==> src/design/assert_macros.svh <==
// assertion helpers, compiled out for synthesis
// the enclosing module provides clk and arst_n
`ifndef ASSERT_MACROS_SVH
`define ASSERT_MACROS_SVH
`ifndef SYNTHESIS
`define ASSERT_IMPLIES(lbl, ante, cons, msg) \
	lbl: assert property (@(posedge clk) disable iff (!arst_n) (ante) |-> (cons)) \
		else $error(msg);
`define ASSERT_NEXT(lbl, ante, cons, msg) \
	lbl: assert property (@(posedge clk) disable iff (!arst_n) (ante) |=> (cons)) \
		else $error(msg);
`else
`define ASSERT_IMPLIES(lbl, ante, cons, msg)
`define ASSERT_NEXT(lbl, ante, cons, msg)
`endif
`endif

==> src/design/bb_pkg.sv <==
package bb_pkg;

	localparam int DEFAULT_MAX_WIDTH = 1024;

	localparam int FRAME_WIDTH_BITS = 11;
	localparam logic [FRAME_WIDTH_BITS-1:0] RESET_FRAME_WIDTH = 11'd1024;

	localparam logic OP_PIXEL = 1'b0;
	localparam logic OP_DRAIN = 1'b1;

	localparam int CHANNELS = 3;
	localparam int CH_RED   = 2;
	localparam int CH_GREEN = 1;
	localparam int CH_BLUE  = 0;

	typedef logic [CHANNELS-1:0][7:0] pixel_t;

	typedef enum logic {
		CMD_PIXEL,
		CMD_DRAIN
	} cmd_kind_t;

	// per-command control from the front to the back
	typedef struct packed {
		cmd_kind_t kind;
		logic      has_top;    // row above the middle row exists
		logic      has_left;   // pixel: middle result has left column; drain: left neighbor
		logic      has_right;  // drain: right neighbor inside the frame
		logic      emit_mid;   // pixel: result for the previous column
		logic      at_end;     // pixel: result for the last column; drain: last column
		logic      end_left;   // pixel: last-column result has a left column
	} cmd_flags_t;

	typedef struct packed {
		pixel_t px;
		logic   end_of_row;
		logic   end_of_frame;
		logic   last;
	} res_t;

	localparam int COLSUM_BITS = 10;  // up to three channel values
	localparam int SUM_BITS    = 12;  // up to nine channel values
	localparam int COUNT_BITS  = 4;   // neighbor count, 1 to 9
	localparam int NUM_BITS    = SUM_BITS + 1;
	localparam int RECIP_SHIFT = 17;
	localparam int RECIP_BITS  = 17;
	localparam int PROD_BITS   = NUM_BITS + RECIP_BITS;

	localparam int CMDQ_DEPTH = 4;
	localparam int OUTQ_DEPTH = 4;

	// ceil(2^17 / (2n)); exact quotient for numerators below 2^13
	function automatic logic [RECIP_BITS-1:0] recip_of(input logic [COUNT_BITS-1:0] n);
		logic [RECIP_BITS-1:0] r;
		unique case (n)
			4'd1:    r = 17'd65536;
			4'd2:    r = 17'd32768;
			4'd3:    r = 17'd21846;
			4'd4:    r = 17'd16384;
			4'd6:    r = 17'd10923;
			4'd9:    r = 17'd7282;
			default: r = '0;
		endcase
		return r;
	endfunction

endpackage

==> src/design/bb_front.sv <==
`include "assert_macros.svh"

module bb_front #(
	parameter int MAX_WIDTH = bb_pkg::DEFAULT_MAX_WIDTH
) (
	input  logic                                 clk,
	input  logic                                 arst_n,
	input  logic                                 push,
	input  logic                                 opcode,
	input  bb_pkg::pixel_t                       px,
	input  logic                                 cfg_valid,
	output logic                                 cfg_ready,
	input  logic [bb_pkg::FRAME_WIDTH_BITS-1:0]  frame_width,
	input  logic                                 cmdq_full,
	output logic                                 cmd_push,
	output bb_pkg::cmd_flags_t                   cmd_flags,
	output logic [$clog2(MAX_WIDTH)-1:0]         cmd_col,
	output bb_pkg::pixel_t                       cmd_px
);

	import bb_pkg::*;

	localparam int CW = $clog2(MAX_WIDTH);
	localparam int WW = $clog2(MAX_WIDTH + 1);
	localparam logic [1:0] ROWS_FULL = 2'd2;

	logic [FRAME_WIDTH_BITS-1:0] frame_width_q;
	logic [CW-1:0] col_cnt_q, col_cnt_n;
	logic [CW-1:0] drain_pos_q, drain_pos_n;
	logic [CW-1:0] drain_p;
	logic [1:0]    rows_q, rows_n;
	logic          draining_q, draining_n;
	logic [WW-1:0] act_w;
	logic [WW-1:0] col_plus1;
	logic [WW-1:0] drain_plus1;
	logic          accept;
	logic          last_col;
	logic          drain_go;
	logic          has_top;
	logic          emit;

	assign cfg_ready = 1'b1;
	assign accept    = push && !cmdq_full;

	// zero acts as one, anything above the line store depth is clipped
	always_comb begin
		if (frame_width_q == '0) begin
			act_w = WW'(1);
		end else if (32'(frame_width_q) > 32'(MAX_WIDTH)) begin
			act_w = WW'(MAX_WIDTH);
		end else begin
			act_w = WW'(frame_width_q);
		end
	end

	assign col_plus1   = WW'(col_cnt_q) + WW'(1);
	assign last_col    = (col_plus1 == act_w);
	assign drain_p     = draining_q ? drain_pos_q : '0;
	assign drain_plus1 = WW'(drain_p) + WW'(1);
	assign drain_go    = draining_q || ((col_cnt_q == '0) && (rows_q != '0));
	assign has_top     = (rows_q == ROWS_FULL);
	assign emit        = (rows_q != '0);

	always_comb begin
		cmd_push    = 1'b0;
		cmd_flags   = '0;
		cmd_col     = col_cnt_q;
		cmd_px      = px;
		col_cnt_n   = col_cnt_q;
		rows_n      = rows_q;
		draining_n  = draining_q;
		drain_pos_n = drain_pos_q;
		if (cfg_valid) begin
			col_cnt_n   = '0;
			rows_n      = '0;
			draining_n  = 1'b0;
			drain_pos_n = '0;
		end else if (accept) begin
			unique case (opcode)
				OP_DRAIN: begin
					if (drain_go) begin
						cmd_push            = 1'b1;
						cmd_col             = drain_p;
						cmd_flags.kind      = CMD_DRAIN;
						cmd_flags.has_top   = has_top;
						cmd_flags.has_left  = (drain_p != '0);
						cmd_flags.has_right = (drain_plus1 < act_w);
						cmd_flags.at_end    = (drain_plus1 == act_w);
						if (drain_plus1 == act_w) begin
							col_cnt_n   = '0;
							rows_n      = '0;
							draining_n  = 1'b0;
							drain_pos_n = '0;
						end else begin
							draining_n  = 1'b1;
							drain_pos_n = drain_p + CW'(1);
						end
					end else if (col_cnt_q != '0) begin
						// partial row: the frame is abandoned
						col_cnt_n = '0;
						rows_n    = '0;
					end
				end
				OP_PIXEL: begin
					if (!draining_q) begin
						cmd_push           = 1'b1;
						cmd_flags.kind     = CMD_PIXEL;
						cmd_flags.has_top  = has_top;
						cmd_flags.has_left = (col_cnt_q > CW'(1));
						cmd_flags.emit_mid = emit && (col_cnt_q != '0);
						cmd_flags.at_end   = emit && last_col;
						cmd_flags.end_left = (col_cnt_q != '0);
						if (last_col) begin
							col_cnt_n = '0;
							if (rows_q != ROWS_FULL) begin
								rows_n = rows_q + 2'd1;
							end
						end else begin
							col_cnt_n = col_cnt_q + CW'(1);
						end
					end
				end
				default: ;
			endcase
		end
	end

	always_ff @(posedge clk or negedge arst_n) begin
		if (!arst_n) begin
			frame_width_q <= RESET_FRAME_WIDTH;
			col_cnt_q     <= '0;
			rows_q        <= '0;
			draining_q    <= 1'b0;
			drain_pos_q   <= '0;
		end else begin
			if (cfg_valid) begin
				frame_width_q <= frame_width;
			end
			col_cnt_q   <= col_cnt_n;
			rows_q      <= rows_n;
			draining_q  <= draining_n;
			drain_pos_q <= drain_pos_n;
		end
	end

	`ASSERT_IMPLIES(a_drain_whole_rows, draining_q, (col_cnt_q == '0) && (rows_q != '0), "drain without complete rows")

endmodule

==> config.mk <==
export PLATFORM = sky130hd
export DESIGN_NAME = bb_front
export DESIGN_NICKNAME = d
export VERILOG_FILES = /design/src/design/bb_pkg.sv /design/src/design/bb_front.sv
export VERILOG_INCLUDE_DIRS = /design/src /design/src/design
export SDC_FILE = /design/constraint.sdc
export NUM_CORES = 1
export LEC_CHECK = 0
export ABC_AREA = 1
export BUFFER_PORTS_ARGS = -buffer_cell sky130_fd_sc_hd__buf_2
export CAP_MARGIN = 10
export CELL_PAD_IN_SITES_DETAIL_PLACEMENT = 1
export CELL_PAD_IN_SITES_GLOBAL_PLACEMENT = 2
export CORE_ASPECT_RATIO = 0.6
export CORE_MARGIN = 2
export CORE_UTILIZATION = 30
export DETAILED_ROUTE_END_ITERATION = 8
export PLACE_DENSITY = 0.82
export SLEW_MARGIN = 30
export SYNTH_ARGS = -nofsm -noshare
export SYNTH_HDL_FRONTEND = slang
export SYNTH_SLANG_ARGS = --single-unit
==> constraint.sdc <==
create_clock -name clk -period 8.45 [get_ports clk]
set_clock_uncertainty 0.05 [all_clocks]
set_input_delay 0.4225 -clock clk [delete_from_list [all_inputs] [get_ports clk]]
set_output_delay 0.4225 -clock clk [all_outputs]
set_load 0.03 [all_outputs]
=== Word-level counts from Yosys, hierarchy flattened ===
Index checks and enable logic that the tools add are counted.

* Bits in registers: 34
* Logic and storage cells: 90

* $add $sub $neg: 5
* Order comparisons: 3
* Equality and inequality tests: 9
* Multiplexer cells: 50
* Bitwise gates (word level): 1
* Reductions and logical operators: 17

{| class="wikitable"
|+ Operators by type and width
! operator !! count
|-
| 10-bit two-way mux || 17
|-
| 10-bit by 1-bit adder with 11-bit output, second input constant || 2
|-
| 11-bit equality test || 2
|-
| 11-bit two-way mux || 2
|-
| 10-bit by 1-bit adder with 10-bit output, second input constant || 2
|-
| 10-bit case mux with 2 select lines || 1
|-
| 10-bit nonzero test || 2
|-
| 2-bit two-way mux || 9
|-
| 7-bit two-way mux || 2
|-
| 1-bit two-way mux || 13
|-
| 11-bit greater-than comparator, second input constant || 1
|-
| 11-bit zero test || 1
|-
| 11-bit < comparator || 1
|-
| 10-bit by 1-bit greater-than comparator with 1-bit output, second input constant || 1
|-
| 10-bit zero test || 1
|-
| 3-bit != test, second input constant || 3
|-
| 2-bit nonzero test || 4
|-
| 3-bit case mux with 2 select lines || 1
|-
| 6-bit AND reduction || 1
|-
| 1-bit logical AND || 4
|-
| 4-bit two-way mux || 1
|-
| 4-bit by 1-bit != test with 1-bit output, second input constant || 1
|-
| 4-bit by 3-bit != test with 1-bit output, second input constant || 1
|-
| 1-bit case mux with 2 select lines || 2
|-
| other kinds (10) || 10
|}

=== Longest topological paths before layout ===
* Depth in word-level cells: 9
* Mapped depth: 22

=== Worst setup path before layout ===
No wires, ideal clock.

* Kind: reg-to-output
* Start point: reg draining_q
* End point: out cmd_flags[1] (netlist name)
* Arrival time: 3109 ps
* Slack: 4869 ps
* Stages on the path, launching flop included: 16
* Cell sequence: dfrtp_1 > clkbuf_1 > nand2_1 > inv_1 > ha_1 > nor3b_1 > nand4_1 > nor2_1 > nand2_1 > xor2_1 > inv_1 > ha_1 > nand2_1 > nor4_1 > nand4_1 > o22ai_1

{| class="wikitable"
|+ RTL lines
! what !! RTL line !! source
|-
| start: declaration || bb_front.sv:32 || <nowiki>logic draining_q, draining_n;</nowiki>
|-
| start signal: assignment || bb_front.sv:141 || <nowiki>draining_q <= draining_n;</nowiki>
|-
| end: declaration || bb_front.sv:16 || <nowiki>output bb_pkg::cmd_flags_t cmd_flags,</nowiki>
|}

=== Worst setup path in the final report ===
* Start point: reg draining_q
* End point: reg rows_q[1]

* Word-level cells in the longest chain between the ends: 5
* Elaborated cells on any way between the ends: 12
* Those cells by class: add/sub: 1; eq/ne: 4; mux: 5; reduce/logical: 2

{| class="wikitable"
|+ RTL lines
! what !! RTL line !! source
|-
| 10-bit two-way mux / 1-bit logical OR (equally long branches) || bb_front.sv:58, bb_front.sv:60 ||
|-
| 10-bit by 1-bit adder with 11-bit output / 2-bit two-way mux (equally long branches) || bb_front.sv:59, bb_front.sv:81 ||
|-
| 11-bit equality test / 2-bit case mux with 2 select lines (equally long branches) || bb_front.sv:89, bb_front.sv:79 ||
|-
| 4-bit by 3-bit != test with 1-bit output (no source line) / 2-bit two-way mux (equally long branches) || - ||
|-
| 6-bit AND reduction (no source line) / 2-bit two-way mux (equally long branches) || - ||
|-
| end signal: assignment || bb_front.sv:140 || <nowiki>rows_q <= rows_n;</nowiki>
|-
| end: declaration || bb_front.sv:31 || <nowiki>logic [1:0] rows_q, rows_n;</nowiki>
|}

Parallel ways exist; a longest one is shown, timed or not. The select of a mux whose other input is x is not followed.
A chain may end at the register's enable or synchronous reset.

==> summary.md <==
| Metric | Value |
|---|---|
| Cts hold-fix bufs | `0` |
| Core Box Area | `9320 sq um` |
| Global-route wire length before repair | `15.1 mm` |
| CTS tree | `done` |
| Cts bufs inserted | `5` |
| Global route overflow | `0` |
| Cells after Synth | `426` |
| Cell with the most instances after synthesis | `nand2_1` |
| Die Ht | `80.5 um` |
| # clock sinks | `34` |
| Die footprint | `about 11000 sq um` |
| Share of cells above drive strength 1 | `between 10 and 15%` |
| Synth area leader | `dfrtp_1` |
| Area of the multi-input gates | `1610 sq um` |
| Hold Crit Class | `in2async` |
| CTS Buffer Depth | `2` |
| Setup CP Type | `reg2reg` |
| Share of flip-flops with an asynchronous set or reset | `100%` |
| Total power per unit cell area | `155 nW/um^2` |
| Vias in the first global route | `between 2000 and 3000` |
| Area share of the largest cell type after synthesis | `28.2%` |
| Setup TNS | `0 ps` |
| Critical path launch point type | `register` |
| Status | `finished clean` |
| Pleak | `1.62 nW` |
| Yosys cell types | `39` |
| Final WL | `9.24 mm` |
| Root Buffer | `clkbuf_16` |
| PostCTS Resize Cnt | `0` |
| HPWL after DPL | `7.57 mm` |
| Fin nets | `488` |
| Top FF cell, synth | `dfrtp_1` |
| Number of synthesized flops with an enable pin | `0` |
| Fin area | `3140 sq um` |
| Clk Latency, worst-skew pair | `290 ps` |
| Vias | `2779` |
| CP peak stage delay | `650 ps` |
| Required @ worst endpoint | `8580 ps` |
| Total GRT Usage | `18.5%` |
| IO Pins | `84` |
| Worst-path clk slew | `60 ps` |
| Synthesized netlist net count | `just under 500` |
| R2R cell count | `19` |
| Sequential share of the synthesized area | `29.1%` |
| Post-Syn Area | `2930 sq um` |
| Total power | `0.486 mW` |
| Register area | `852 sq um` |
| Row Count | `27` |
| Placer's final routability congestion estimate | `0.880` |
| H-tree depth | `2` |
| Buffers on Ports | `34` |
| Crit Path Max Fanout | `21` |
| Slowest-stage cell, CP | `dfrtp_1` |
| Wire length per cell | `approximately 16 um` |
| Max frequency | `between 200 and 250 MHz` |
| Minimum clock period | `4400 ps` |
| Warnings from Yosys | `0` |
| CP most frequent cell | `nand2_1` |
| Detail Route Antenna Nets | `0` |
| Number of fill cells | `1229` |
| # Max-Cap Violations | `0` |
| Final Hold Viols | `0` |
| Placement-stage cell area | `roughly 3000 sq um` |
| Critical path endpoint category | `register` |
| Initial DRC Count | `169` |
| CP Data Arrival Time | `4530 ps` |
| DRC | `0` |
| Slew HR | `45.5%` |
| Transition time of the tightest slew-check pin | `between 800 and 900 ps` |
| Tcrit/Tclk final | `a little over half` |
| Max-slew violations | `0` |
| Post-CTS setup repair buffer count | `0` |
| Die Span X | `~130 um` |
| N_diodes | `0` |
| Unrepaired setup endpoints after global routing | `no` |
| Initial antenna violation count | `0` |
| Largest net degree at the start of global routing | `35` |
| Maximum VDD drop | `63.7 uV` |
| Ranking of synthesized cells by area | `dfrtp_1, nand2_1, ha_1, buf_4, inv_1` |
| Commonest cells post-synth | `nand2_1, inv_1, dfrtp_1` |
| Synth-to-layout area growth | `7.35%` |
| Synthesized area per cell | `roughly 7 sq um` |
| DR pass1 iterations | `4` |
| CP Cell Sequence | `nand2_1, nor3_1, nand3_1, nor3_2, nand4_1, xor2_1, inv_1, ha_1, nand2_1, nor2_1, nand4_1, o31ai_1, inv_1, nand2_1, nand3b_1, nor2_1, nand2_1, nand2_1, nand2_1` |
| Initial Util | `31.4%` |
| FF+latch count, synth | `34` |
| Via density | `4.96` |
| Setup violators final | `0` |
## worst paths after layout
path                               endpoint  slack, ps      startpoint
setup reg to reg                  rows_q[1]       4050      draining_q
min in group clk           frame_width_q[9]        290  frame_width[9]
hold / removal               drain_pos_q[5]        180          arst_n
hold reg to reg                   rows_q[0]        450       rows_q[0]
max in group asynchronous      col_cnt_q[8]       7640          arst_n
setup / recovery                  rows_q[1]       4050      draining_q
## critical path: cells and delay by family (launching register included)
family / cells / cell delay [ps]
adders and majority gates: 1 / 280
AOI/OAI and AO/OA: 1 / 240
DFF: 1 / 650
and+or+nand+nor: 14 / 2620
buffers and inverters: 2 / 230
xor gates and xnor gates: 1 / 220
## stage by stage
stage                     hold slack (ps)  std cells  setup WS, ps  util [%]
final                                 177        560          4050      33.7
after detailed placement              446        552          4150      32.1
after floorplan                      76.9        426          4870         -
after CTS                             208        560          4110      33.7
after global placement                445        552          4430      32.1
after global routing                  247        560          3550      33.7
## kinds of logic (layout without fill, tap and decap cells)
| kind of cell | Yosys count | count (layout) | synth area share, % |
|---|---|---|---|
| AOI/OAI and AO/OA | 53 | 53 | 10.9 |
| xor gates and xnor gates | 9 | 9 | 2.69 |
| adders and majority gates | 18 | 18 | 7.69 |
| buffers and inverters | 91 | 95 | 15.8 |
| DFF | 34 | 34 | 29.1 |
| other | 1 | 1 | 0.128 |
| and+or+nand+nor | 220 | 220 | 33.6 |
## power breakdown
group	leakage [nW]	switching, mW	internal [mW]	total (mW)
Clock	0.0739	0.0728	0.117	0.190
Combinational	1.09	0.0747	0.0345	0.109
Sequential	0.448	0.0142	0.173	0.187
## final cells by class
class / count / share of cell area, %
clock buffers: 7 / 4.54
clock inverters: 1 / 0.159
inverters: 53 / 6.33
multi-input cells: 301 / 51.3
flip-flops and latches: 34 / 27.1
well taps: 130 / 5.17
repair buffers: 34 / 5.41
## registers in the layout (all words and copies together), names as in the netlist
signal         cells
rows_q             2
draining_q         1
col_cnt_q         10
drain_pos_q       10
frame_width_q     11
## layer usage
metal	share of wire [%]	track usage, %	vias to the layer above
met5	0	0	-
met4	1.0	4.89	0
met3	6.2	5.05	12
met2	39	25.5	52
met1	53	27.7	1360
li1	-	-	1355
## cells in the final DEF, fill, tap and decap left out, types with 2 or more instances in the layout
cell type and instances:
o22ai_1 5, nand2_1 123, a21oi_1 8, o31ai_1 3, nor4_1 2, or2_2 3
nand4_1 10, xor2_1 9, or2_1 8, clkbuf_16 5, nand3b_1 2, ha_1 18
nor2_1 25, nor2_2 4, o21ai_1 14, o21ai_0 11, inv_1 49, inv_2 3
o32ai_1 8, dfrtp_1 33, buf_2 34, nor3_1 5, nand3_1 29, nand2_2 4
Power figures use the tool's default switching activity.
