==> config.mk <==
export PLATFORM = sky130hd
export DESIGN_NAME = bb_fifo
export DESIGN_NICKNAME = d
export VERILOG_FILES = /design/src/design/bb_pkg.sv /design/src/design/bb_fifo.sv
export VERILOG_INCLUDE_DIRS = /design/src /design/src/design
export SDC_FILE = /design/constraint.sdc
export NUM_CORES = 1
export LEC_CHECK = 0
export BUFFER_PORTS_ARGS = -buffer_cell sky130_fd_sc_hd__buf_2
export CAP_MARGIN = 10
export CORE_MARGIN = 1
export CORE_UTILIZATION = 40
export DETAILED_ROUTE_END_ITERATION = 8
export SYNTH_ARGS = -nofsm -noshare
export SYNTH_HDL_FRONTEND = slang
export SYNTH_SLANG_ARGS = --single-unit
==> constraint.sdc <==
create_clock -name clk -period 2.16 [get_ports clk]
set_input_delay 0.432 -clock clk [delete_from_list [all_inputs] [get_ports clk]]
set_output_delay 0.432 -clock clk [all_outputs]
set_load 0.02 [all_outputs]
==> src/design/assert_macros.svh <==
// assertion helpers, compiled out for synthesis
// the enclosing module provides clk and arst_n
`ifndef ASSERT_MACROS_SVH
`define ASSERT_MACROS_SVH
`ifndef SYNTHESIS
`define ASSERT_IMPLIES(lbl, ante, cons, msg) \
	lbl: assert property (@(posedge clk) disable iff (!arst_n) (ante) |-> (cons)) \
		else $error(msg);
`define ASSERT_NEXT(lbl, ante, cons, msg) \
	lbl: assert property (@(posedge clk) disable iff (!arst_n) (ante) |=> (cons)) \
		else $error(msg);
`else
`define ASSERT_IMPLIES(lbl, ante, cons, msg)
`define ASSERT_NEXT(lbl, ante, cons, msg)
`endif
`endif

==> src/design/bb_pkg.sv <==
package bb_pkg;

	localparam int DEFAULT_MAX_WIDTH = 1024;

	localparam int FRAME_WIDTH_BITS = 11;
	localparam logic [FRAME_WIDTH_BITS-1:0] RESET_FRAME_WIDTH = 11'd1024;

	localparam logic OP_PIXEL = 1'b0;
	localparam logic OP_DRAIN = 1'b1;

	localparam int CHANNELS = 3;
	localparam int CH_RED   = 2;
	localparam int CH_GREEN = 1;
	localparam int CH_BLUE  = 0;

	typedef logic [CHANNELS-1:0][7:0] pixel_t;

	typedef enum logic {
		CMD_PIXEL,
		CMD_DRAIN
	} cmd_kind_t;

	// per-command control from the front to the back
	typedef struct packed {
		cmd_kind_t kind;
		logic      has_top;    // row above the middle row exists
		logic      has_left;   // pixel: middle result has left column; drain: left neighbor
		logic      has_right;  // drain: right neighbor inside the frame
		logic      emit_mid;   // pixel: result for the previous column
		logic      at_end;     // pixel: result for the last column; drain: last column
		logic      end_left;   // pixel: last-column result has a left column
	} cmd_flags_t;

	typedef struct packed {
		pixel_t px;
		logic   end_of_row;
		logic   end_of_frame;
		logic   last;
	} res_t;

	localparam int COLSUM_BITS = 10;  // up to three channel values
	localparam int SUM_BITS    = 12;  // up to nine channel values
	localparam int COUNT_BITS  = 4;   // neighbor count, 1 to 9
	localparam int NUM_BITS    = SUM_BITS + 1;
	localparam int RECIP_SHIFT = 17;
	localparam int RECIP_BITS  = 17;
	localparam int PROD_BITS   = NUM_BITS + RECIP_BITS;

	localparam int CMDQ_DEPTH = 4;
	localparam int OUTQ_DEPTH = 4;

	// ceil(2^17 / (2n)); exact quotient for numerators below 2^13
	function automatic logic [RECIP_BITS-1:0] recip_of(input logic [COUNT_BITS-1:0] n);
		logic [RECIP_BITS-1:0] r;
		unique case (n)
			4'd1:    r = 17'd65536;
			4'd2:    r = 17'd32768;
			4'd3:    r = 17'd21846;
			4'd4:    r = 17'd16384;
			4'd6:    r = 17'd10923;
			4'd9:    r = 17'd7282;
			default: r = '0;
		endcase
		return r;
	endfunction

endpackage

==> src/design/bb_fifo.sv <==
`include "assert_macros.svh"

module bb_fifo #(
	parameter int WIDTH = 1,
	parameter int DEPTH = bb_pkg::CMDQ_DEPTH
) (
	input  logic             clk,
	input  logic             arst_n,
	input  logic             push,
	input  logic [WIDTH-1:0] wdata,
	output logic             full,
	input  logic             pop,
	output logic [WIDTH-1:0] rdata,
	output logic             empty
);

	localparam int AW   = $clog2(DEPTH);
	localparam int CNTW = $clog2(DEPTH + 1);

	logic [WIDTH-1:0] mem_q [DEPTH];
	logic [AW-1:0]    wr_ptr_q;
	logic [AW-1:0]    rd_ptr_q;
	logic [CNTW-1:0]  cnt_q;

	assign full  = (cnt_q == CNTW'(DEPTH));
	assign empty = (cnt_q == '0);
	assign rdata = mem_q[rd_ptr_q];

	always_ff @(posedge clk) begin
		if (push) begin
			mem_q[wr_ptr_q] <= wdata;
		end
	end

	always_ff @(posedge clk or negedge arst_n) begin
		if (!arst_n) begin
			wr_ptr_q <= '0;
			rd_ptr_q <= '0;
			cnt_q    <= '0;
		end else begin
			if (push) begin
				wr_ptr_q <= (wr_ptr_q == AW'(DEPTH - 1)) ? '0 : wr_ptr_q + AW'(1);
			end
			if (pop) begin
				rd_ptr_q <= (rd_ptr_q == AW'(DEPTH - 1)) ? '0 : rd_ptr_q + AW'(1);
			end
			if (push && !pop) begin
				cnt_q <= cnt_q + CNTW'(1);
			end else if (pop && !push) begin
				cnt_q <= cnt_q - CNTW'(1);
			end
		end
	end

	`ASSERT_IMPLIES(a_no_overflow, push, !full, "push into a full queue")
	`ASSERT_IMPLIES(a_no_underflow, pop, !empty, "pop from an empty queue")

endmodule

After elaboration in Yosys (flattened, before gate mapping). Memories as Yosys holds them, arrays and structs flattened. Cells that the tools add are included.

Add/sub/neg operators: 4. Equality and inequality tests: 3. Mux-type cells: 6. Reductions and logical operators: 6.

Operator list (count): two-way mux 3 bit (2); adder 2 x 1 -> 2 bit, second input constant (2); equality test 2 bit, second input constant (2); two-way mux 2 bit (2); adder 3 x 1 -> 3 bit, second input constant (1); equality test 3 bit, second input constant (1); logical NOT 3 bit (1); subtractor 3 x 1 -> 3 bit, second input constant (1); logical AND 1 bit (2); logical NOT 1 bit (2); two-way mux 1 bit (2); nonzero test 2 bit (1).

Bits in registers: 7. Bits in writable memories: 4. Output and inout port bits: 3. Logic and storage cells: 23. Memories: 1.

Memory list: mem_q (depth 4, width 1, rd ports 1, clocked after Yosys merged registers in 0, wr ports 1, line bb_fifo.sv:20) `logic [WIDTH-1:0] mem_q [DEPTH];`.

Longest topological paths before layout. Gate-level depths: netlist (run 1).

Depth after elaboration: 4. Mapped depth: 7. Gate-level depth less buffers: 7.

Worst setup path after synthesis (run 1). No wires, ideal clock.

Path type: input-to-reg. Start: input pop. End: register cnt_q[2]. Setup time: 79 ps. Arrival: 1438 ps. Required time: 2081 ps. Path slack: 643 ps. Stages on the path: 7. Path buffers: 0. Path through: inv_1 ha_1 inv_1 fa_1 xor2_1 nor2_1 xor2_1.

Word-level cells in the longest chain between the ends: 3.

RTL lines: start, declared (line bb_fifo.sv:12) `input logic pop,`; logical NOT 1 bit (line bb_fifo.sv:47) `if (push && !pop) begin`; logical AND 1 bit (line bb_fifo.sv:47); two-way mux 3 bit or nonzero test 2 bit (tied branches); end signal, assigned (line bb_fifo.sv:48) `cnt_q <= cnt_q + CNTW'(1);`; end signal, assigned (line bb_fifo.sv:50) `cnt_q <= cnt_q - CNTW'(1);`; end, declared (line bb_fifo.sv:23) `logic [CNTW-1:0] cnt_q;`.

Parallel ways exist; a longest one is shown, timed or not. A chain may end at the register's enable or synchronous reset.

Worst setup path after layout (run 1).
Start: register rd_ptr_q[0]. End: output rdata.

Word-level cells in the longest chain between the ends: 1.

RTL lines: start, declared (line bb_fifo.sv:22) `logic [AW-1:0] rd_ptr_q;`; start signal, assigned (line bb_fifo.sv:45) `rd_ptr_q <= (rd_ptr_q == AW'(DEPTH - 1)) ? '0 : rd_ptr_q + AW'(1);`; memory (4 x 1 bit); end, declared (line bb_fifo.sv:13) `output logic [WIDTH-1:0] rdata,`.

Every way passes these cells.

==> results, run 1 <==
- The flow ran to the end, and the final reports show no timing, DRC or antenna violations.
- The cell total after placement is 64.
- After synthesis, the netlist uses 16 different library cells.
- The final setup violation count is 0.
- In the final routed layout, each cell accounts on average for 12.3 um.
- The clock input transition at the sequential cells of the worst setup and hold paths is 0.07 ns.
- The number of hold-repair buffers added at the cts stage is 1.
- The die area is 1540 um^2.
- The die span in y is 39.3 um.
- Between clock sinks in the finished design, the worst skew comes to 0.000846 ns.
- The endpoint of the worst register-to-register path is cnt_q[2]$_DFFE_PN0P_.
- The sequential cell fraction of total power is 0.459.
- The worst hold path begins at wdata.
- The area growth from synthesis to layout is 16.2%.
- Summing all placed instances gives a cell area of 609 um^2.
- The final weighted congestion of routability-driven global placement is 0.659.
- The aggregate negative setup slack is 0 ns.
- Setup repair after global routing left no endpoint under its margin.
- The worst hold-check path type is in2reg.
- After detailed routing, the number of remaining DRC violations is 0.
- Of the total power, combinational logic draws 0.370.
- The power per cell area is 1250 nW/um^2.
- The mean instance size in the synthesized netlist is 13.2 um^2.
- The utilization after layout is 0.496.
- The clock tree from TritonCTS is done.
- The number of global-route vias before repair is 303.
- The total count of max-transition violations in the final report is 0.
- Summing every instance area after synthesis gives 556 um^2.
- The count of cells in the finished layout, fillers not included, comes to 69.
- STA classifies the critical path startpoint as a flip-flop.
- The hold violation total from the final report is 0.
- In this run the worst path has a maximum fanout of 4.
- For this run, the register share of the synthesized area comes to 0.532.
- In the finished design, the share of the clock period the worst path needs comes to 0.823.
- The worst register-to-register path begins at cnt_q[0]$_DFFE_PN0P_.
- The tightest slew margin relative to the limit is 0.875.
- In the global route stage, overall resource usage came out at 0.121.
- In this run the remaining antenna-violating nets after routing total 0.
- The cell area after layout is 646 um^2.
- The total leakage power is 0.295 nW.
- The switching portion of total power is 0.358.
- In this run the horizontal extent of the chip is 39.3 um.
- The via-per-instance ratio is 4.80.
- Clock tree synthesis inserted a total of 3 buffers.
- The estimated wirelength of the detail-placed design is 629 um.
- The cell internal power dissipation is 0.520 mW.
- The number of antenna violations at the first check in global routing is 0.
- The maximum operating frequency is 563 MHz.
- The placeable core region is 1300 um^2.
- The number of nets produced by synthesis is 54.
- The count of buffers added on input and output ports is 7.
- The DRC marker count from the first detailed-route iteration is 8.
- After floorplanning, the core was divided into 13 placement rows.
- The library cell used as clock root buffer is clkbuf_4.
- The pin count of the biggest net entering global routing is 10.
- The total number of nets in the final design is 67.
- Counting instances, the worst hold path has a depth of 1.
- During synthesis, Yosys emitted a total of 0 warnings.
- The initial utilization of the core area, before any placement, comes to 0.427.
- The count of instances resized after the clock tree is built is 0.
- The worst path in the final design needs a cycle of 1.78 ns, including I/O delays and setup.
- The critical path class is reg2out.
- Of the cells placed in the final design, the portion with a size suffix greater than 1 is 0.259.
- The cell count after synthesis is 42.
- In this run the number of H-tree levels came out at 1.
- The smallest hold slack is 0.388 ns.
- The global-route congestion overflow total is 0.
- The share of total power in the clock network is 0.171.
- For this run, the leading register cell type out of synthesis is dfrtp_1.
- At the pin with the least slew margin, the transition time is 0.187 ns.
- The critical path arrival is 1.35 ns.
- The clock insertion delay at the later pin of the skew report is 0.26 ns.
- The worst-case clock buffer depth is 2.
- Counting flops with an async set or reset pin after synthesis yields a share of 0.636.
- Across all register-to-register paths, the minimum setup slack is 0.71 ns.
- The I/O pin count is 8.
- The hold-critical path endpoint is mem_q[0]$_DFFE_PP_.
- Across the VDD grid, the largest voltage drop is 0.581 mV.
- After detailed routing, the total wire length is 852 um.
- After clock tree synthesis, the setup repair step added 0 buffers.
- The count of state elements after synthesis is 11.
- Counting flops with a built-in enable in the synthesized netlist gives 4.
- The first global-routing pass estimated 1.17 mm of wire.
- The worst reg2reg path depth is 4.
- The total vias in the final route is 331.
- For this design, the sink count on the clock tree is 11.
- The kind of end point of the critical path is a primary output.
- The number of detailed-route iterations in the first pass is 4.
- In the layout the commonest cells are dfrtp_1 (7), buf_2 (7), ha_1 (6), inv_1 (5).
- Summed over all nets, the switching power comes to 0.290 mW.
- The number of filler instances in the final layout is 123.
- Across the run, the number of max-cap violations was 0.
- 0 antenna diodes ended up in the layout.
- The endpoint required time on the critical path is 1.73 ns.
==> cell usage after synthesis (all sizes together), types with 2 or more instances <==
library cell	count	area [um^2]
dfrtp	7	175
mux2	3	33.8
o21ai	2	10.0
and2	4	25.0
inv	5	18.8
xor2	2	17.5
edfxtp	4	120
nor2	2	7.51
ha	6	75.1
==> kinds of logic (layout without fill, tap and decap cells) <==
| group | Yosys count | in the layout | synth area share |
|---|---|---|---|
| flops | 11 | 11 | 0.532 |
| mux | 4 | 4 | 0.101 |
| compound gates | 2 | 2 | 0.0180 |
| buf+inv | 5 | 17 | 0.0338 |
| simple gates | 10 | 10 | 0.0968 |
| xor+xnor | 3 | 3 | 0.0473 |
| fa+ha+maj | 7 | 7 | 0.171 |
==> metal layers <==
layer / global-route usage / vias to the layer above / part of all wire
li1: - / 163 / -
met1: 0.151 / 156 / 0.44
met2: 0.196 / 12 / 0.51
met3: 0.0341 / 0 / 0.046
met4: 0.0517 / 0 / 0
met5: 0 / - / 0
==> how the worst max path moves through the flow <==
stage / start / end / slack (ns) / cells past startpoint
final: rd_ptr_q[0]$_DFFE_PN0P_ / rdata / 0.38 / 2
after global routing: rd_ptr_q[0]$_DFFE_PN0P_ / rdata / 0.32 / 2
after CTS: rd_ptr_q[0]$_DFFE_PN0P_ / rdata / 0.37 / 2
after detailed placement: push / cnt_q[2]$_DFFE_PN0P_ / 0.39 / 7
after global placement: pop / cnt_q[2]$_DFFE_PN0P_ / 0.46 / 8
after floorplan: pop / cnt_q[2]$_DFFE_PN0P_ / 0.64 / 7
==> power groups by stage <==
stage / Clock [mW] / Combinational [mW] / Sequential (mW)
final: 0.139 / 0.299 / 0.371
after detailed placement: 0 / 0.296 / 0.374
after floorplan: 0 / 0.223 / 0.358
after CTS: 0.140 / 0.304 / 0.372
after global placement: 0 / 0.271 / 0.368
after global routing: 0.151 / 0.337 / 0.382
==> cell type report <==
| cell class | instances | area [um^2] | share of cell area |
|---|---|---|---|
| Clock buffer | 4 | 26.3 | 0.0407 |
| Inverter | 5 | 18.8 | 0.0291 |
| Multi-Input combinational cell | 26 | 241 | 0.374 |
| Sequential cell | 11 | 295 | 0.457 |
| Tap cell | 15 | 18.8 | 0.0291 |
| Timing Repair Buffer | 8 | 45.0 | 0.0698 |
==> critical path: stages, from the launching register on <==
cell and delay, ns:
dfrtp_1 0.41, mux4_2 0.50, buf_2 0.17
==> stage by stage <==
stage | total power [mW] | setup slack [ns]
floorplan | 0.582 | 0.643
global placement | 0.639 | 0.462
detailed placement | 0.671 | 0.386
CTS | 0.815 | 0.371
global route | 0.869 | 0.316
finish | 0.809 | 0.382
==> registers in the layout, indices dropped and copies added, names as in the netlist <==
register / flops
rd_ptr_q: 2
cnt_q: 3
wr_ptr_q: 2
mem_q: 4
No activity file was read; power rests on OpenSTA's default activity.
==> inputs of run 2 (changes only) <==
--- a/config.mk
+++ b/config.mk
@@ -6,6 +6,7 @@
 export SDC_FILE = /design/constraint.sdc
 export NUM_CORES = 1
 export LEC_CHECK = 0
+export ABC_AREA = 1
 export BUFFER_PORTS_ARGS = -buffer_cell sky130_fd_sc_hd__buf_2
 export CAP_MARGIN = 10
 export CORE_MARGIN = 1
==> constraint.sdc (replaced) <==
create_clock -name clk -period 1.5 [get_ports clk]
set_input_delay 0.3 -clock clk [delete_from_list [all_inputs] [get_ports clk]]
set_output_delay 0.3 -clock clk [all_outputs]
set_load 0.02 [all_outputs]
==> run 2 against run 1 <==
- routed wire length is 7.4% lower
- synthesized cell count is 50% higher
- global-route usage is 1.9 points higher
- clock skew hardly changed
- register-to-register slack worse by 0.48 ns
- critical path type unchanged
- largest power group unchanged
==> results, run 2 <==
- The final setup violation count was 0 (unchanged).
- The average wire per cell in the routed design is 8.67 um (-30%).
- The max-capacitance violation count came to 0 (unchanged).
- The initial core utilization is 0.438 (+0.0112).
- The number of distinct library cells after synthesis is 15 (-1).
- The total chip power was 1.20 mW (+48%).
- The count of buffers inserted at the top-level ports is 7 (unchanged).
- The post-CTS setup-driven buffer insertion count is 0 (unchanged).
- The time the worst path needs with I/O delays and setup is 1.40 ns.
- The worst setup path is of the reg2out kind.
- The count of buffer and inverter cells on the critical path was 2 (+1).
- The area used by multi-input combinational logic came to 233 um^2 (-3.6%).
- The via-per-instance ratio is 4.45 (-7.2%).
- Setup repair after global routing could not meet its margin everywhere.
- Summed over all instances, the cell type with the most area after synthesis is dfrtp_1.
- The maximum operating frequency is 714 MHz.
- The number of enable flip-flop cells after synthesis was 4 (unchanged).
- In this design, the largest share of critical-path delay is due to flip-flops.
- The transition time of the tightest slew-check pin was 0.183 ns (-0.00381 ns).
- The die area came to 1620 um^2 (+4.9%).
- The die span in y is 40.2 um (+2.4%).
- The placeable core region is 1330 um^2 (+2.5%).
- The clock tree skew after final layout is 0.000522 ns (-0.000325 ns).
- The DRC violation count after routing is 0 (unchanged).
- The power per cell area came to 1740 nW/um^2 (+39%).
- The number of antenna violations at the first check in global routing is 0 (unchanged).
- In the layout the commonest cells are nand2_1 (17), inv_1 (14), dfrtp_1 (7), ha_1 (6), buf_2 (6).
- The critical path goes through inv_2 > nand2_1 > o211ai_1 > nand2_1 > buf_6.
- The total vias in the final route was 405 (+22%).
- The number of buffers inserted during clock tree synthesis was 3 (unchanged).
- The count of antenna diodes in the layout was 0 (unchanged).
- The chip width was 40.2 um (+2.4%).
- The post-synthesis sequential area ratio is 0.505 (-0.0262).
- The flip-flop cell with the highest count after synthesis is dfrtp_1.
- The worst-case clock buffer depth is 2 (unchanged).
- The setup slack of the critical path after layout is 0.0993 ns (-0.283 ns).
- The estimated wirelength of the detail-placed design is 647 um (+2.9%).
- The tightest slew margin relative to the limit is 0.878 (+0.00254).
- On the critical path, the stage with the largest delay is an instance of dfrtp_1.
- The largest vdd supply drop is 0.774 mV (+33%).
- The number of levels in the clock H-tree was 1 (unchanged).
- The number of filler instances in the final layout is 130 (+5.7%).
- The endpoint required time on the critical path is 1.20 ns (-0.53 ns).
- The cell that appears most often on the critical path is nand2_1.
- The wire length of the first global-routing pass was 1.32 mm (+13%).
- The library cell used as clock root buffer is clkbuf_4.
- The worst reg2reg path startpoint is cnt_q[0]$_DFFE_PN0P_.
- The global-route congestion overflow total came to 0 (unchanged).
- The launching instance or port of the critical path is rd_ptr_q[0]$_DFFE_PN0P_.
- The filler-free cell count of the finished design came to 91 (+32%).
- The largest registers in the layout are mem_q: 4 flops, cnt_q: 3 flops.
- The area growth from synthesis to layout is 17.8%.
- The total number of nets in the final design is 89 (+33%).
- The placement row count was 13 (unchanged).
- The smallest hold slack is 0.249 ns (-0.139 ns).
- The worst setup path is launched from a flip-flop.
- The run finished with clean final reports.
- The pin count of the biggest net entering global routing is 9 (-1).
- The commonest non-fill, non-tap cell in the layout is nand2_1.
- The combined flip-flop and latch cell area was 295 um^2 (unchanged).
- The total count of max-transition violations in the final report is 0 (unchanged).
- The count of synthesis-stage warnings from yosys is 0 (unchanged).
- The number of nets produced by synthesis was 75 (+39%).
- The mean instance size in the synthesized netlist is 9.27 um^2 (-30%).
- The delay of the slowest cell on the worst path is 0.41 ns (-0.09 ns).
- The total cell area at the placement stage was 646 um^2 (+6.0%).
- The antenna violation net count after detailed routing is 0 (unchanged).
- The I/O pin count is 8 (unchanged).
- The worst setup path is captured at a primary output.
- Ranked by instance count, the synthesized netlist is headed by nand2_1 (17), inv_1 (15), dfrtp_1 (7).
- The cell total after placement is 86 (+34%).
- The clock tree from TritonCTS is done.
- The critical hold path startpoint is wdata.
- The worst hold-check path type is in2reg.
- The share of cells above drive strength 1 is 0.158 (-0.101).
- The count of state elements after synthesis is 11 (unchanged).
- The number of global-route vias before repair was 317 (+4.6%).
- The final weighted congestion of routability-driven global placement is 0.623 (-5.4%).
- The worst-case register-to-register setup slack is 0.23 ns (-0.48 ns).
- The clock input transition at the sequential cells of the worst setup and hold paths is 0.07 ns (about the same).
- The clock insertion delay at the later pin of the skew report was 0.26 ns (about the same).
- Yosys instantiated no cell more often than nand2_1.
- The highest fanout seen on the critical path is 5 (+1).
- The cell area after layout is 688 um^2 (+6.6%).
- The total standard cell area after synthesis is 584 um^2 (+5.2%).
- The hold violation total from the final report is 0 (unchanged).
- The async set-or-reset flop fraction in the synthesized netlist is 0.636 (unchanged).
- In the post-synthesis netlist, the biggest area contributors are dfrtp_1 (30%), edfxtp_1 (21%), ha_1 (13%).
- The cell count after synthesis is 63 (+50%).
- More flip-flops sit in one register than any other, and that register is mem_q.
- The number of detailed-route iterations in the first pass is 2 (-2).
- The final cycle utilization of the critical path is 0.934.
- The flip-flop count of the largest register after layout is 4 (unchanged).
- The total leakage power came to 0.379 nW (+28%).
- The DRC marker count from the first detailed-route iteration is 2 (-6).
- The total number of clock tree sinks came to 11 (unchanged).
- The share of the synthesized area in the top cell type is 0.300 (-0.0155).
- The minimum setup slack after placement came to 0.0324 ns (-0.354 ns).
- The critical path arrival is 1.10 ns (-0.25 ns).
- The total routing resource utilization after global routing is 0.140 (+0.0188).
- The final wirelength is 789 um (-7.4%).
run 2: metal layers:
layer  track usage  up-vias  wire length (um)
met1         0.151      173               431
met3        0.0667        2                19
li1              -      226                 -
met4         0.125        0                 8
met2         0.202        4               329
met5             0        -                 0
run 2: per-stage QoR:
step	setup TNS, ns	utilization
2_1_floorplan	0	-
3_3_place_gp	0	0.484
3_5_place_dp	0	0.484
4_1_cts	0	0.511
5_1_grt	-0.00854	0.516
6_report	0	0.516
run 2: cell families after synthesis:
family,share of synthesized area
AO/OA/AOI/OAI,0.0685
XOR/XNOR,0.0150
AND/OR/NAND/NOR,0.152
buffers and inverters,0.0964
adder cells (fa/ha/maj),0.163
flip-flops,0.505
run 2: worst reg2reg max path, delay by kind of cell (launching register included):
family                     cells  cell delay, ns
DFF                            1            0.44
adders and majority gates      1            0.45
and+or+nand+nor                4            0.28
run 2: worst paths after layout:
path / end / cells past startpoint
min reg2reg: cnt_q[2]$_DFFE_PN0P_ / 2
max reg2reg: cnt_q[2]$_DFFE_PN0P_ / 5
min: mem_q[2]$_DFFE_PP_ / 1
max in group asynchronous: rd_ptr_q[0]$_DFFE_PN0P_ / 2
max: rdata / 5
min in group asynchronous: wr_ptr_q[1]$_DFFE_PN0P_ / 2
run 2: repair_timing:
action,CTS,global route
hold buffers,1,0
gates resized for setup,0,3
hold endpoints to repair,7,0
endpoints found under the setup margin,0,1
run 2: final cells by class:
cell class	count	share of cell area
flip-flops and latches	11	0.429
repair buffers	9	0.0855
clock buffers	4	0.0382
multi-input cells	37	0.338
inverters	15	0.0818
well taps	15	0.0273
run 2: power by group:
part / switching (mW) / internal [mW]
Sequential: 0.0991 / 0.426
Clock: 0.0975 / 0.103
Combinational: 0.267 / 0.208
==> inputs of run 3 (changes only) <==
==> constraint.sdc (replaced) <==
create_clock -name clk -period 1.5 [get_ports clk]
set_input_delay 0.3 -clock clk [delete_from_list [all_inputs] [get_ports clk]]
set_output_delay 0.3 -clock clk [all_outputs]
set_load 0.1 [all_outputs]
==> run 3 against run 2 <==
- register-to-register slack worse by 0.16 ns
- core utilization increased by 5.5 points
- clock skew is 0.0041 ns higher
- critical path depth did not move
- via count increased by 2.0%
- critical endpoint unchanged
==> results, run 3 (synthesized netlist as in run 2, its figures left out) <==
- The run finished with clean final reports.
- The count of buffer and inverter cells on the critical path came to 2 (unchanged).
- The total count of max-transition violations in the final report is 0 (unchanged).
- The worst setup path is launched from a flip-flop.
- The final wirelength was 817 um (+3.5%).
- The estimated wirelength of the detail-placed design came to 628 um (-3.0%).
- The flip-flop count of the largest register after layout is 4 (unchanged).
- The final weighted congestion of routability-driven global placement is 0.637 (+2.3%).
- The clock tree skew after final layout is 0.00466 ns (+0.00414 ns).
- The setup slack of the critical path after layout was 0.0200 ns (-0.0792 ns).
- The cell total after placement is 86 (unchanged).
- The placeable core region was 1330 um^2 (unchanged).
- The maximum operating frequency is 676 MHz (-5.4%).
- The share of cells above drive strength 1 is 0.247 (+0.0889).
- The total number of nets in the final design came to 90 (+1.1%).
- The total routing resource utilization after global routing is 0.143 (+0.00284).
- The DRC marker count from the first detailed-route iteration is 2 (unchanged).
- The utilization after layout is 0.571 (+0.0553).
- The total leakage power is 0.397 nW (+4.7%).
- The endpoint required time on the critical path is 1.20 ns (about the same).
- The max-capacitance violation count was 0 (unchanged).
- The via-per-instance ratio is 4.49 (+0.87%).
- The combined flip-flop and latch cell area came to 298 um^2 (+0.85%).
- For this design, the slowest cell found on the critical path is dfrtp_1.
- The min-delay analysis places its worst path in the category in2reg.
- The highest fanout seen on the critical path is 5 (unchanged).
- The number of filler instances in the final layout is 116 (-11%).
- The minimum setup slack after placement is 0.0279 ns (-0.00450 ns).
- The filler-free cell count of the finished design is 92 (+1.1%).
- The time the worst path needs with I/O delays and setup is 1.48 ns (+0.0792 ns).
- The final setup violation count is 0 (unchanged).
- The pin count of the biggest net entering global routing is 9 (unchanged).
- The transition time of the tightest slew-check pin is 0.183 ns (+0.000233 ns).
- The worst setup path is captured at a primary output.
- The smallest hold slack is 0.239 ns (-0.00969 ns).
- The number of global-route vias before repair came to 341 (+7.6%).
- The area used by multi-input combinational logic is 258 um^2 (+11%).
- In the final layout, the registers with the most flip-flops are mem_q: 4 flops, cnt_q: 3 flops.
- The average wire per cell in the routed design is 8.88 um (+2.4%).
- The I/O pin count came to 8 (unchanged).
- The total cell area at the placement stage was 717 um^2 (+11%).
- The number of antenna violations at the first check in global routing is 0 (unchanged).
- The cell area after layout came to 762 um^2 (+11%).
- The worst-case clock buffer depth came to 2 (unchanged).
- The clock input transition at the sequential cells of the worst setup and hold paths was 0.07 ns (about the same).
- The global-route congestion overflow total is 0 (unchanged).
- The commonest non-fill, non-tap cell in the layout is nand2_1.
- The count of buffers inserted at the top-level ports is 7 (unchanged).
- The total chip power came to 1.68 mW (+40%).
- The critical path class is reg2out.
- Traced cell by cell, the critical path runs through inv_2 > nand2_1 > o211ai_1 > nand2_2 > buf_12.
- The hold violation total from the final report is 0 (unchanged).
- The antenna violation net count after detailed routing is 0 (unchanged).
- The DRC violation count after routing is 0 (unchanged).
- The total number of clock tree sinks was 11 (unchanged).
- The final cycle utilization of the critical path was 0.987 (+0.0528).
- The clock insertion delay at the later pin of the skew report is 0.27 ns (about the same).
- Setup repair after global routing could not meet its margin everywhere.
- The power per cell area is 2210 nW/um^2 (+27%).
- The largest register by flop count is mem_q.
- The die span in y is 40.2 um (unchanged).
- The library cell used as clock root buffer is clkbuf_4.
- The delay of the slowest cell on the worst path is 0.40 ns (about the same).
- The largest vdd supply drop is 0.855 mV (+11%).
- The number of levels in the clock H-tree is 1 (unchanged).
- The clock tree from TritonCTS is done.
- The critical path arrival is 1.18 ns (+0.08 ns).
- The wire length of the first global-routing pass is 1.35 mm (+1.6%).
- The total vias in the final route is 413 (+2.0%).
- The number of detailed-route iterations in the first pass came to 4 (+2).
- The number of buffers inserted during clock tree synthesis was 3 (unchanged).
- In the layout the commonest cells are nand2_1 (16), inv_1 (13), ha_1 (6), dfrtp_1 (5).
- The placement row count came to 13 (unchanged).
- The tightest slew margin relative to the limit came to 0.877 (about the same).
- The count of antenna diodes in the layout was 0 (unchanged).
- The initial core utilization is 0.438 (unchanged).
- The aggregate negative setup slack is 0 ns (unchanged).
- The die area was 1620 um^2 (unchanged).
- The chip width is 40.2 um (unchanged).
- The gate family responsible for the most delay along the worst path is flip-flops.
- Relative to the synthesized area, the layout overhead comes to 30.4%.
run 3: cell types whose count changed in the layout (fill, tap and decap cells not counted), sizes merged:
| cell | change |
|---|---|
| buf | +1 |
run 3: final timing paths:
kind                       cells after the start  slack [ns]                 endpoint                     from
max                                            5        0.02                    rdata  rd_ptr_q[0]$_DFFE_PN0P_
min                                            1        0.24       mem_q[2]$_DFFE_PP_                    wdata
max reg2reg                                    6        0.07     cnt_q[2]$_DFFE_PN0P_     cnt_q[0]$_DFFE_PN0P_
min reg2reg                                    1        0.53  wr_ptr_q[0]$_DFFE_PN0P_  wr_ptr_q[0]$_DFFE_PN0P_
max in group asynchronous                      2        0.93     cnt_q[0]$_DFFE_PN0P_                   arst_n
min in group asynchronous                      2        0.39  rd_ptr_q[1]$_DFFE_PN0P_                   arst_n
run 3: final cells by class:
cell class | instances | share of cell area
inverter | 15 | 0.0739
tap | 15 | 0.0246
multi-input combinational | 37 | 0.338
timing repair buffer | 10 | 0.138
sequential | 11 | 0.391
clock buffer | 4 | 0.0345
run 3: per-layer routing:
metal  track usage  part of all wire
met1         0.157              0.46
met2         0.206              0.45
met3         0.100             0.067
met4        0.0750             0.020
met5             0                 0
run 3: power by group:
| part | internal [mW] | total (mW) | switching, mW | leakage, nW |
|---|---|---|---|---|
| Sequential | 0.432 | 0.559 | 0.127 | 0.119 |
| Clock | 0.103 | 0.198 | 0.0947 | 0.0150 |
| Combinational | 0.357 | 0.924 | 0.568 | 0.263 |
run 3: repair_timing:
item | in CTS | in global routing
hold buffers | 1 | 0
pin swaps | 0 | 2
resized for setup | 1 | 1
setup endpoints to repair | 1 | 2
endpoints found under the hold margin | 7 | 0
buffers inserted | 0 | 1
